File: src/sv/cpio_pkg.sv
`timescale 1ns / 1ps
// Types and constants shared by the processor I/O port block.
// No dependencies.
package cpio_pkg;

  typedef enum logic [1:0] {
    KIND_RD_PORT = 2'd0,
    KIND_RD_DIR  = 2'd1,
    KIND_WR_PORT = 2'd2,
    KIND_WR_DIR  = 2'd3
  } kind_t;

  localparam int unsigned CFG_AW = 3;
  localparam int unsigned CFG_DW = 32;
  localparam int unsigned DT_W   = 24;
  localparam int unsigned CYC_W  = 64;

  localparam logic [DT_W-1:0] DISCHARGE_RESET = 24'd350000;

  localparam logic [7:0] PULLUP_LOW  = 8'h07;
  localparam logic [7:0] PULLUP_BIT4 = 8'h10;
  localparam logic [7:0] CAP_BIT3    = 8'h08;
  localparam logic [7:0] CAP_BIT6    = 8'h40;
  localparam logic [7:0] CAP_BIT7    = 8'h80;

  localparam int unsigned MOTOR_IDX = 5;
  localparam int unsigned BIT3_IDX  = 3;
  localparam int unsigned BIT6_IDX  = 6;
  localparam int unsigned BIT7_IDX  = 7;

  localparam logic ADDR_PORT = 1'b1;
  localparam logic ADDR_DIR  = 1'b0;

  localparam int unsigned IN_TDATA_W  = 88;
  localparam int unsigned OUT_TDATA_W = 24;

  typedef struct packed {
    kind_t             kind;
    logic [7:0]        write_value;
    logic [CYC_W-1:0]  cycle_now;
    logic              play_key_down;
    logic [7:0]        video_bus_byte;
  } item_t;

  typedef struct packed {
    logic [7:0] read_value;
    logic       motor_update;
    logic       motor_on;
    logic       ram_write_valid;
    logic       ram_write_address;
    logic [7:0] ram_write_data;
    logic       banking_changed;
  } result_t;

endpackage

File: src/sv/cpio_cfg.sv
`timescale 1ns / 1ps
// APB-style register port holding the discharge time.
// Depends on cpio_pkg.
module cpio_cfg (
  input  logic                         clk,
  input  logic                         rst_n,
  input  logic                         psel,
  input  logic                         penable,
  input  logic                         pwrite,
  input  logic [cpio_pkg::CFG_AW-1:0]  paddr,
  input  logic [cpio_pkg::CFG_DW-1:0]  pwdata,
  output logic [cpio_pkg::CFG_DW-1:0]  prdata,
  output logic                         pready,
  output logic [cpio_pkg::DT_W-1:0]    discharge_time
);

  logic [cpio_pkg::DT_W-1:0] discharge_r;
  logic                      hit;

  assign pready = 1'b1;
  assign hit    = (paddr[cpio_pkg::CFG_AW-1] == 1'b0);

  always_ff @(posedge clk) begin
    if (!rst_n) begin
      discharge_r <= cpio_pkg::DISCHARGE_RESET;
    end else if (psel && penable && pwrite && pready && hit) begin
      discharge_r <= pwdata[cpio_pkg::DT_W-1:0];
    end
  end

  always_comb begin
    prdata = '0;
    if (hit) begin
      prdata = {{(cpio_pkg::CFG_DW - cpio_pkg::DT_W){1'b0}}, discharge_r};
    end
  end

  assign discharge_time = discharge_r;

endmodule

File: src/sv/cpio_port_state.sv
`timescale 1ns / 1ps
// Port latch, direction register and floating-bit state, with the result logic
// for one access. Depends on cpio_pkg.
module cpio_port_state (
  input  logic                       clk,
  input  logic                       rst_n,
  input  logic                       fire,
  input  cpio_pkg::item_t            item,
  input  logic [cpio_pkg::DT_W-1:0]  discharge_time,
  output cpio_pkg::result_t          result
);

  logic [7:0]                 latch_r, latch_nxt;
  logic [7:0]                 dir_r, dir_nxt;
  logic                       flt3_r, flt3_nxt;
  logic [cpio_pkg::CYC_W-1:0] dl6_r, dl6_nxt;
  logic [cpio_pkg::CYC_W-1:0] dl7_r, dl7_nxt;
  logic [cpio_pkg::CYC_W-1:0] deadline;
  logic [7:0]                 pins;
  logic [7:0]                 falling;
  logic [7:0]                 nd;

  assign nd       = item.write_value;
  assign falling  = dir_r & ~nd & latch_r;
  assign deadline = item.cycle_now + {{(cpio_pkg::CYC_W - cpio_pkg::DT_W){1'b0}},
                                      discharge_time};

  always_comb begin
    pins = cpio_pkg::PULLUP_LOW;
    if (!item.play_key_down) pins = pins | cpio_pkg::PULLUP_BIT4;
    if (flt3_r)                pins = pins | cpio_pkg::CAP_BIT3;
    if (dl6_r > item.cycle_now) pins = pins | cpio_pkg::CAP_BIT6;
    if (dl7_r > item.cycle_now) pins = pins | cpio_pkg::CAP_BIT7;
  end

  always_comb begin
    latch_nxt = latch_r;
    dir_nxt   = dir_r;
    flt3_nxt  = flt3_r;
    dl6_nxt   = dl6_r;
    dl7_nxt   = dl7_r;
    result    = '0;
    case (item.kind)
      cpio_pkg::KIND_RD_PORT: begin
        result.read_value = (latch_r & dir_r) | (pins & ~dir_r);
      end
      cpio_pkg::KIND_RD_DIR: begin
        result.read_value = dir_r;
      end
      cpio_pkg::KIND_WR_PORT: begin
        latch_nxt = nd;
        if (dir_r[cpio_pkg::MOTOR_IDX]) begin
          result.motor_update = 1'b1;
          result.motor_on     = ~nd[cpio_pkg::MOTOR_IDX];
        end
        result.ram_write_valid   = 1'b1;
        result.ram_write_address = cpio_pkg::ADDR_PORT;
        result.ram_write_data    = item.video_bus_byte;
        result.banking_changed   = 1'b1;
      end
      cpio_pkg::KIND_WR_DIR: begin
        dir_nxt = nd;
        if (nd[cpio_pkg::BIT3_IDX])      flt3_nxt = 1'b0;
        if (falling[cpio_pkg::BIT3_IDX]) flt3_nxt = 1'b1;
        if (nd[cpio_pkg::BIT6_IDX])      dl6_nxt  = '0;
        if (falling[cpio_pkg::BIT6_IDX]) dl6_nxt  = deadline;
        if (nd[cpio_pkg::BIT7_IDX])      dl7_nxt  = '0;
        if (falling[cpio_pkg::BIT7_IDX]) dl7_nxt  = deadline;
        result.ram_write_valid   = 1'b1;
        result.ram_write_address = cpio_pkg::ADDR_DIR;
        result.ram_write_data    = item.video_bus_byte;
        result.banking_changed   = 1'b1;
      end
      default: begin
        result = '0;
      end
    endcase
  end

  always_ff @(posedge clk) begin
    if (!rst_n) begin
      latch_r <= '0;
      dir_r   <= '0;
      flt3_r  <= 1'b0;
      dl6_r   <= '0;
      dl7_r   <= '0;
    end else if (fire) begin
      latch_r <= latch_nxt;
      dir_r   <= dir_nxt;
      flt3_r  <= flt3_nxt;
      dl6_r   <= dl6_nxt;
      dl7_r   <= dl7_nxt;
    end
  end

endmodule

File: src/sv/cpu_io_port_with_floating_bits.sv
`timescale 1ns / 1ps
// Processor I/O port top level: input register, port state and result register.
// Depends on cpio_pkg, cpio_cfg and cpio_port_state.
//
// Usage:
//   Access items arrive on the in_ stream: the access kind on in_tuser, the
//   written byte, cycle count, play key and video bus byte packed in in_tdata.
//   Each item yields exactly one result on the out_ stream.
//   An accepted item is first held in the input register; the port logic then
//   evaluates it and updates its state as the item moves into the result
//   register, which drives out_tvalid. One item per cycle is sustained while
//   out_tready stays high; the per-item work is a 64-bit deadline compare and
//   add plus bit logic.
//   When the receiver stalls, the result register holds and the input register
//   fills; in_tready falls once both are occupied and rises as soon as the
//   result register drains. No item is lost or repeated.
//   Reset (rst_n low at a clock edge) empties both registers, clears the latch,
//   direction, floating state and deadlines, and restores the discharge time
//   to 350000 cycle_now counts. The user writes it through the cfg_ port at
//   byte address 0 only while the stream is idle; the block does not enforce it.
module cpu_io_port_with_floating_bits (
  input  logic                               clk,
  input  logic                               rst_n,
  input  logic                               in_tvalid,
  output logic                               in_tready,
  // [7:0] write_value, [71:8] cycle_now, [72] play_key_down,
  // [80:73] video_bus_byte, [87:81] zero
  input  logic [cpio_pkg::IN_TDATA_W-1:0]    in_tdata,
  // [1:0] kind
  input  logic [1:0]                         in_tuser,
  output logic                               out_tvalid,
  input  logic                               out_tready,
  // [7:0] read_value, [8] motor_update, [9] motor_on, [10] ram_write_valid,
  // [11] ram_write_address, [19:12] ram_write_data, [20] banking_changed,
  // [23:21] zero
  output logic [cpio_pkg::OUT_TDATA_W-1:0]   out_tdata,
  input  logic                               cfg_psel,
  input  logic                               cfg_penable,
  input  logic                               cfg_pwrite,
  input  logic [cpio_pkg::CFG_AW-1:0]        cfg_paddr,
  input  logic [cpio_pkg::CFG_DW-1:0]        cfg_pwdata,
  output logic [cpio_pkg::CFG_DW-1:0]        cfg_prdata,
  output logic                               cfg_pready
);

  logic                       s1_valid_r;
  cpio_pkg::item_t            s1_item_r;
  logic                       out_valid_r;
  cpio_pkg::result_t          out_r;
  cpio_pkg::result_t          result;
  logic                       s1_adv;
  logic                       fire;
  logic                       in_xfer;
  logic [cpio_pkg::DT_W-1:0]  discharge_time;

  cpio_cfg u_cfg (
    .clk            (clk),
    .rst_n          (rst_n),
    .psel           (cfg_psel),
    .penable        (cfg_penable),
    .pwrite         (cfg_pwrite),
    .paddr          (cfg_paddr),
    .pwdata         (cfg_pwdata),
    .prdata         (cfg_prdata),
    .pready         (cfg_pready),
    .discharge_time (discharge_time)
  );

  cpio_port_state u_state (
    .clk            (clk),
    .rst_n          (rst_n),
    .fire           (fire),
    .item           (s1_item_r),
    .discharge_time (discharge_time),
    .result         (result)
  );

  assign s1_adv    = !out_valid_r || out_tready;
  assign fire      = s1_valid_r && s1_adv;
  assign in_tready = !s1_valid_r || s1_adv;
  assign in_xfer   = in_tvalid && in_tready;

  always_ff @(posedge clk) begin
    if (!rst_n) begin
      s1_valid_r  <= 1'b0;
      out_valid_r <= 1'b0;
    end else begin
      if (in_tready) s1_valid_r <= in_tvalid;
      if (s1_adv)    out_valid_r <= s1_valid_r;
    end
  end

  always_ff @(posedge clk) begin
    if (in_xfer) begin
      s1_item_r.kind           <= cpio_pkg::kind_t'(in_tuser);
      s1_item_r.write_value    <= in_tdata[7:0];
      s1_item_r.cycle_now      <= in_tdata[71:8];
      s1_item_r.play_key_down  <= in_tdata[72];
      s1_item_r.video_bus_byte <= in_tdata[80:73];
    end
    if (fire) begin
      out_r <= result;
    end
  end

  assign out_tvalid = out_valid_r;
  assign out_tdata  = {3'b000, out_r.banking_changed, out_r.ram_write_data,
                       out_r.ram_write_address, out_r.ram_write_valid,
                       out_r.motor_on, out_r.motor_update, out_r.read_value};

  a_s1_hold: assert property (@(posedge clk) disable iff (!rst_n)
    s1_valid_r && !s1_adv |=> s1_valid_r && $stable(s1_item_r))
    else $error("input register lost an item under stall");

  a_wr_flags: assert property (@(posedge clk) disable iff (!rst_n)
    out_valid_r |-> out_r.ram_write_valid == out_r.banking_changed)
    else $error("write flags disagree");

  a_motor_port: assert property (@(posedge clk) disable iff (!rst_n)
    out_valid_r && out_r.motor_update |-> out_r.ram_write_address == cpio_pkg::ADDR_PORT)
    else $error("motor update outside a port write");

  a_rd_clean: assert property (@(posedge clk) disable iff (!rst_n)
    out_valid_r && !out_r.ram_write_valid |->
      !out_r.motor_update && !out_r.motor_on && out_r.ram_write_data == 8'h00)
    else $error("read result carries write fields");

  a_wr_noread: assert property (@(posedge clk) disable iff (!rst_n)
    out_valid_r && out_r.ram_write_valid |-> out_r.read_value == 8'h00)
    else $error("write result carries read data");

endmodule
File: config.mk
export PLATFORM = sky130hd
export DESIGN_NAME = cpu_io_port_with_floating_bits
export DESIGN_NICKNAME = d
export VERILOG_FILES = /design/src/sv/cpio_pkg.sv /design/src/sv/cpio_cfg.sv /design/src/sv/cpio_port_state.sv /design/src/sv/cpu_io_port_with_floating_bits.sv
export SDC_FILE = /design/constraint.sdc
export NUM_CORES = 1
export LEC_CHECK = 0
export BUFFER_PORTS_ARGS = -buffer_cell sky130_fd_sc_hd__buf_2
export CAP_MARGIN = 10
export CORE_UTILIZATION = 30
export CTS_BUF_LIST = sky130_fd_sc_hd__clkbuf_16
export DETAILED_ROUTE_END_ITERATION = 8
export PLACE_DENSITY = 0.57
export SETUP_SLACK_MARGIN = 0.5
export SLEW_MARGIN = 10
export SYNTH_ARGS = -nofsm -noshare
export SYNTH_HDL_FRONTEND = slang
export SYNTH_SLANG_ARGS = --single-unit
File: constraint.sdc
create_clock -name clk -period 4.1 [get_ports clk]
set_clock_uncertainty 0.15 [all_clocks]
set_input_delay 0.82 -clock clk [delete_from_list [all_inputs] [get_ports clk]]
set_output_delay 0.82 -clock clk [all_outputs]
set_load 0.02 [all_outputs]
After elaboration in Yosys (flattened, before gate mapping)
Cells that the tools add are included.
{ "op_classes": {"mux": 14, "eq_ne": 3, "reduce_logical": 19, "magnitude_cmp": 2, "addsub": 1, "bitwise_logic": 9} }
{ "op_table": {"columns": ["cell", "n"], "rows": [
  ["$mux 64", 4],
  ["$gt 64x64->1", 2],
  ["$add 64x24->64", 1],
  ["$and 8x8->8", 4],
  ["$mux 24", 1],
  ["$pmux 11 s2", 1],
  ["$not 8->8", 2],
  ["$pmux 8 s2", 1],
  ["$reduce_and 3->1", 3],
  ["$mux 8", 1],
  ["$or 8x8->8", 1],
  ["$mux 7", 1],
  ["$reduce_and 2->1", 3],
  ["$reduce_bool 2->1", 3],
  ["$logic_and 1x1->1", 5],
  ["$mux 5", 1],
  ["$eq 2x2->1 const B", 2],
  ["$mux 4", 1],
  ["$eq 2x1->1 const B", 1],
  ["$logic_not 1->1", 2],
  ["$logic_not 2->1", 1],
  ["$logic_or 1x1->1", 2],
  ["$mux 1", 2],
  ["$mux 2", 1],
  ["$not 1->1", 2]
]} }
{ "totals": {"input_bits": 132, "wordCells": 68, "output_inout_bits": 59, "reg_bits": 275} }

Depth between registers and ports, before layout
{ "depth": {"word_depth": 7, "depth_mapped": 12} }

Hierarchy
Synthesis repeated with hierarchy kept, for this count alone.
{ "unflattened": {"hier_cells": 1494, "area_unflattened_um2": 14614.0} }
{ "modules_own_cells": {"columns": ["mod", "cells_per_inst", "seq_area_each_um2", "area_per_inst_um2", "instances"], "rows": [
  ["cpio_port_state", 1235, 2902.8, 10090.9, 1],
  ["cpu_io_port_with_floating_bits", 117, 3163.0, 3253.1, 1],
  ["cpio_cfg", 142, 480.5, 1270.0, 1]
]} }

Worst setup path before layout
OpenSTA, ideal clock, no wires.
{ "synth_timing": {"kind": "input to register", "start": "input port out_tready", "end": "register s1_item_r[0] in the netlist's numbering, enable pin", "t_required_ns": 3.499, "t_arrival_ns": 3.036, "setup_time_ns": 0.451, "setup_slack_ns": 0.463, "path_stages": 3, "cell_sequence": "nor2b_1 nand2_1 and2_1"} }
{ "synth_between": {"elab_chain_len": 3} }
{ "synth_rtl": {"columns": ["item", "line", "rtl"], "rows": [
  ["start: declaration", "cpu_io_port_with_floating_bits.sv:32", "input logic out_tready,"],
  ["$logic_or 1x1->1", "cpu_io_port_with_floating_bits.sv:78", "assign s1_adv = !out_valid_r || out_tready;"],
  ["$logic_or 1x1->1", "cpu_io_port_with_floating_bits.sv:80", "assign in_tready = !s1_valid_r || s1_adv;"],
  ["named net in_tready", "cpu_io_port_with_floating_bits.sv:25", "output logic in_tready,"],
  ["$logic_and 1x1->1", "cpu_io_port_with_floating_bits.sv:81", "assign in_xfer = in_tvalid && in_tready;"],
  ["named net in_xfer", "cpu_io_port_with_floating_bits.sv:53", "logic in_xfer;"],
  ["end: declaration", "cpu_io_port_with_floating_bits.sv:47", "cpio_pkg::item_t s1_item_r;"]
]} }
The timed path passes the listed nets, and every way through them passes these cells.
A chain may end at the register's enable or synchronous reset.

Worst setup path in the final report
{ "layout_timing": {"start": "register s1_item_r[24] in the netlist's numbering", "end": "register u_state.dl6_r[33] in the netlist's numbering"} }
{ "layout_between": {"elab_chain_len": 2} }
{ "layout_rtl": {"columns": ["item", "line", "rtl"], "rows": [
  ["$add 64x24->64", "cpio_port_state.sv:25", "assign deadline = item.cycle_now + {{(cpio_pkg::CYC_W - cpio_pkg::DT_W){1'b0}},"],
  ["$mux 64", "cpio_port_state.sv:66", "if (falling[cpio_pkg::BIT6_IDX]) dl6_nxt = deadline;"],
  ["end signal: assignment", "cpio_port_state.sv:91", "dl6_r <= dl6_nxt;"],
  ["end: declaration", "cpio_port_state.sv:16", "logic [cpio_pkg::CYC_W-1:0] dl6_r, dl6_nxt;"]
]} }
No other way between the ends.

==> results.toml <==
[clock_tree]
cts_sinks = 274
clock_latency_ns = 0.56
clkTransAtPathRegs_ns = 0.06
cts_tree = "done"
cts-buffers-inserted = 35
cts_max_level = 2
clock_path_buffers = 3
post-cts-setup-buffer-count = 0
cts-root-buf = "clkbuf_16"

[synthesis]
synth_area_per_cell_um2 = 9.52
ys_top_cells_by_count = "171 x dfxtp_1, 152 x ha_1, 152 x nand2_1"
synth.cell_area_mm2 = 0.0159
synth_top_cell_area_share_pct = 21.5
yosysTopAreaCell = "dfxtp_1"
yosysSeqAreaShare_pct = 40.9
yosysMostFrequentCell = "dfxtp_1"
ys_warn_count = 0
yosysUniqueCellTypes = 73
synthFlopType = "dfxtp_1"
synth_cells = 1676
ys_async_sr_fraction_pct = 0
yosys-top-cells-area = "dfxtp_1 21%, edfxtp_1 19%, ha_1 12%"
synth-edff-count = 103
synth_seq_cells = 274

[job]
maxCapViolations = 0

[outcome]
outcome = "completed"

[place]
io_buffers = 161
dp_hpwl_um = 32900
routabilityCongestion = 0.882
dp_slack_ns = 0.546
placed_cell_area_mm2 = 0.0174
dp.cells = 2437

[detailed_routing]
drt_pass1_iterations = 5
avgViaCountPerCell = 5.49
vias = 13700
wl_per_cell_um = 18.9
drt_iter0_markers = 880
routed_wl_um = 47200
drc_errors = 0
ant_nets = 0

[critical_path]
arrival_ns = 3.75
worstSetupPathType = "flip-flop to flip-flop"
critPathMaxFanout = 38
critPathRequiredTime_ns = 4.41
cp-start-kind = "flip-flop"
critPathCaptureType = "flip-flop"

[die]
ioPinCount = 191
fp.dieW_um = 233
rows = 84
fp.dieArea_mm2 = 0.0541
start_util_pct = 30.3
core_area_mm2 = 0.0526
die_h_um = 233

[global_routing]
grtUsageMet2_pct = 27.8
met3_usage_pct = 3.05
grt_max_degree = 69
grtUsageTotal_pct = 17.1
grt_pass1_vias = 13300
grt_pass1_wl_um = 73200
grt.busiest_layer = "met2"
antenna_found_initial = 2
met1_usage_pct = 22.6
overflow = 0

[worst_hold_path]
hold_class = "primary input to flip-flop"

[power_and_ir_drop]
seq_power_share_pct = 45.8
sw_frac_of_total_pct = 25.9
p_comb_share_pct = 8.9
p_total_mw = 6.50
power_frac_clock_pct = 45.3
cellInternalPower_mw = 4.82
p_leak_nw = 7.71
power_switching_mw = 1.69
cellPowerDensity_mw_per_mm2 = 351
ir_drop_mv = 0.225

[sta]
fin_crit_sh_pct = 83.9
fin_tns_setup_ns = 0
hold_violations = 0
grt_setup_unrepaired = "false"
slew_headroom_pct = 31.0
setup_viol = 0
fin_hold_ws_ns = 0.288
fmax_mhz = 291
worst_slack_ns = 0.660
max_slew.worst_pin.slew_ns = 1.03
drv_slew = 0
finalCriticalPeriod_ns = 3.44

[layout]
final_cell_area_mm2 = 0.0185
final_cells = 2502
fin_util_pct = 35.2
drive_gt1_share_pct = 15.1
area_growth_pct = 16.1
nNetsFinal = 2071
==> cell usage in the layout (no fill, tap or decap), types with 20 or more instances in the layout <==
cell	n
o21ai_0	47
nor2_1	40
a32o_1	20
nand2_1	152
nor2b_1	64
inv_1	85
a21o_1	41
nand4_1	82
a2111o_1	30
a32oi_1	44
ha_1	151
a21boi_0	27
a22oi_1	27
dfxtp_1	171
o211ai_1	23
clkbuf_16	36
nand3_1	97
a21oi_1	67
buf_4	31
nor3_1	24
edfxtp_1	103
buf_2	161
==> cells by family after synthesis <==
logic type	Yosys count	synth area share [%]
fa+ha+maj	153	12.0
compound gates	458	21.7
mux	9	0.565
other cells	2	0.0471
buf+inv	214	5.65
flops	274	40.9
simple gates	549	18.2
xor+xnor	17	0.934
==> flip-flops by register name, indices dropped and copies added, names as in the netlist, 8 cells and up <==
register	count
u_state.latch_r	8
out_tdata	20
u_cfg.discharge_time	24
u_state.dl7_r	64
u_state.dl6_r	64
u_state.dir_r	8
s1_item_r	83
==> power groups by stage <==
| stage | Combinational (mW) | Clock (mW) | Sequential, mW |
|---|---|---|---|
| after detailed placement | 0.572 | 0 | 3.04 |
| after global placement | 0.568 | 0 | 3.03 |
| after floorplan | 0.386 | 0 | 3.00 |
| after global routing | 0.638 | 3.14 | 2.99 |
| final | 0.579 | 2.94 | 2.98 |
| after CTS | 0.577 | 3.04 | 2.98 |
==> critical path, cell delays in order (launching register included) <==
cell and delay [ns]:
edfxtp_1 0.39, ha_2 0.46, nand2_1 0.15, o21a_1 0.22, and2_1 0.23, a221o_1 0.44
o31a_4 0.56, buf_12 0.24, a2111o_1 0.40, nand3_1 0.08
==> path summary, 6_finish.rpt <==
kind / slack, ns / end / startpoint / cells past startpoint
setup / recovery: 0.66 / u_state.dl6_r[33] / s1_item_r[24] / 9
hold reg to reg: 0.31 / u_state.dl7_r[60] / u_state.dl7_r[60] / 2
hold / removal: 0.29 / s1_item_r[16] / in_tdata[15] / 1
setup reg to reg: 0.66 / u_state.dl6_r[33] / s1_item_r[24] / 9
==> per-layer routing <==
metal	wire, um	vias up
li1	-	6632
met1	21500	6567
met2	21600	451
met3	2850	74
met4	1290	0
met5	0	-
==> layout make-up <==
type / count / area (um2)
Antenna cell: 2 / 5.00
Clock inverter: 27 / 180
Fill cell: 5381 / 34000
Clock buffer: 36 / 901
Inverter: 80 / 300
Sequential cell: 274 / 6520
Tap cell: 688 / 861
Multi-Input combinational cell: 1198 / 8620
Timing Repair Buffer: 197 / 1140
==> timing repair <==
action / 4_1_cts / 5_1_grt
setup endpoints to repair: 2 / 13
hold endpoints to repair: 0 / 0
pin swaps: 0 / 0
hold buffers: 0 / 0
resized for setup: 1 / 3
(Power assumes the default switching activity.)
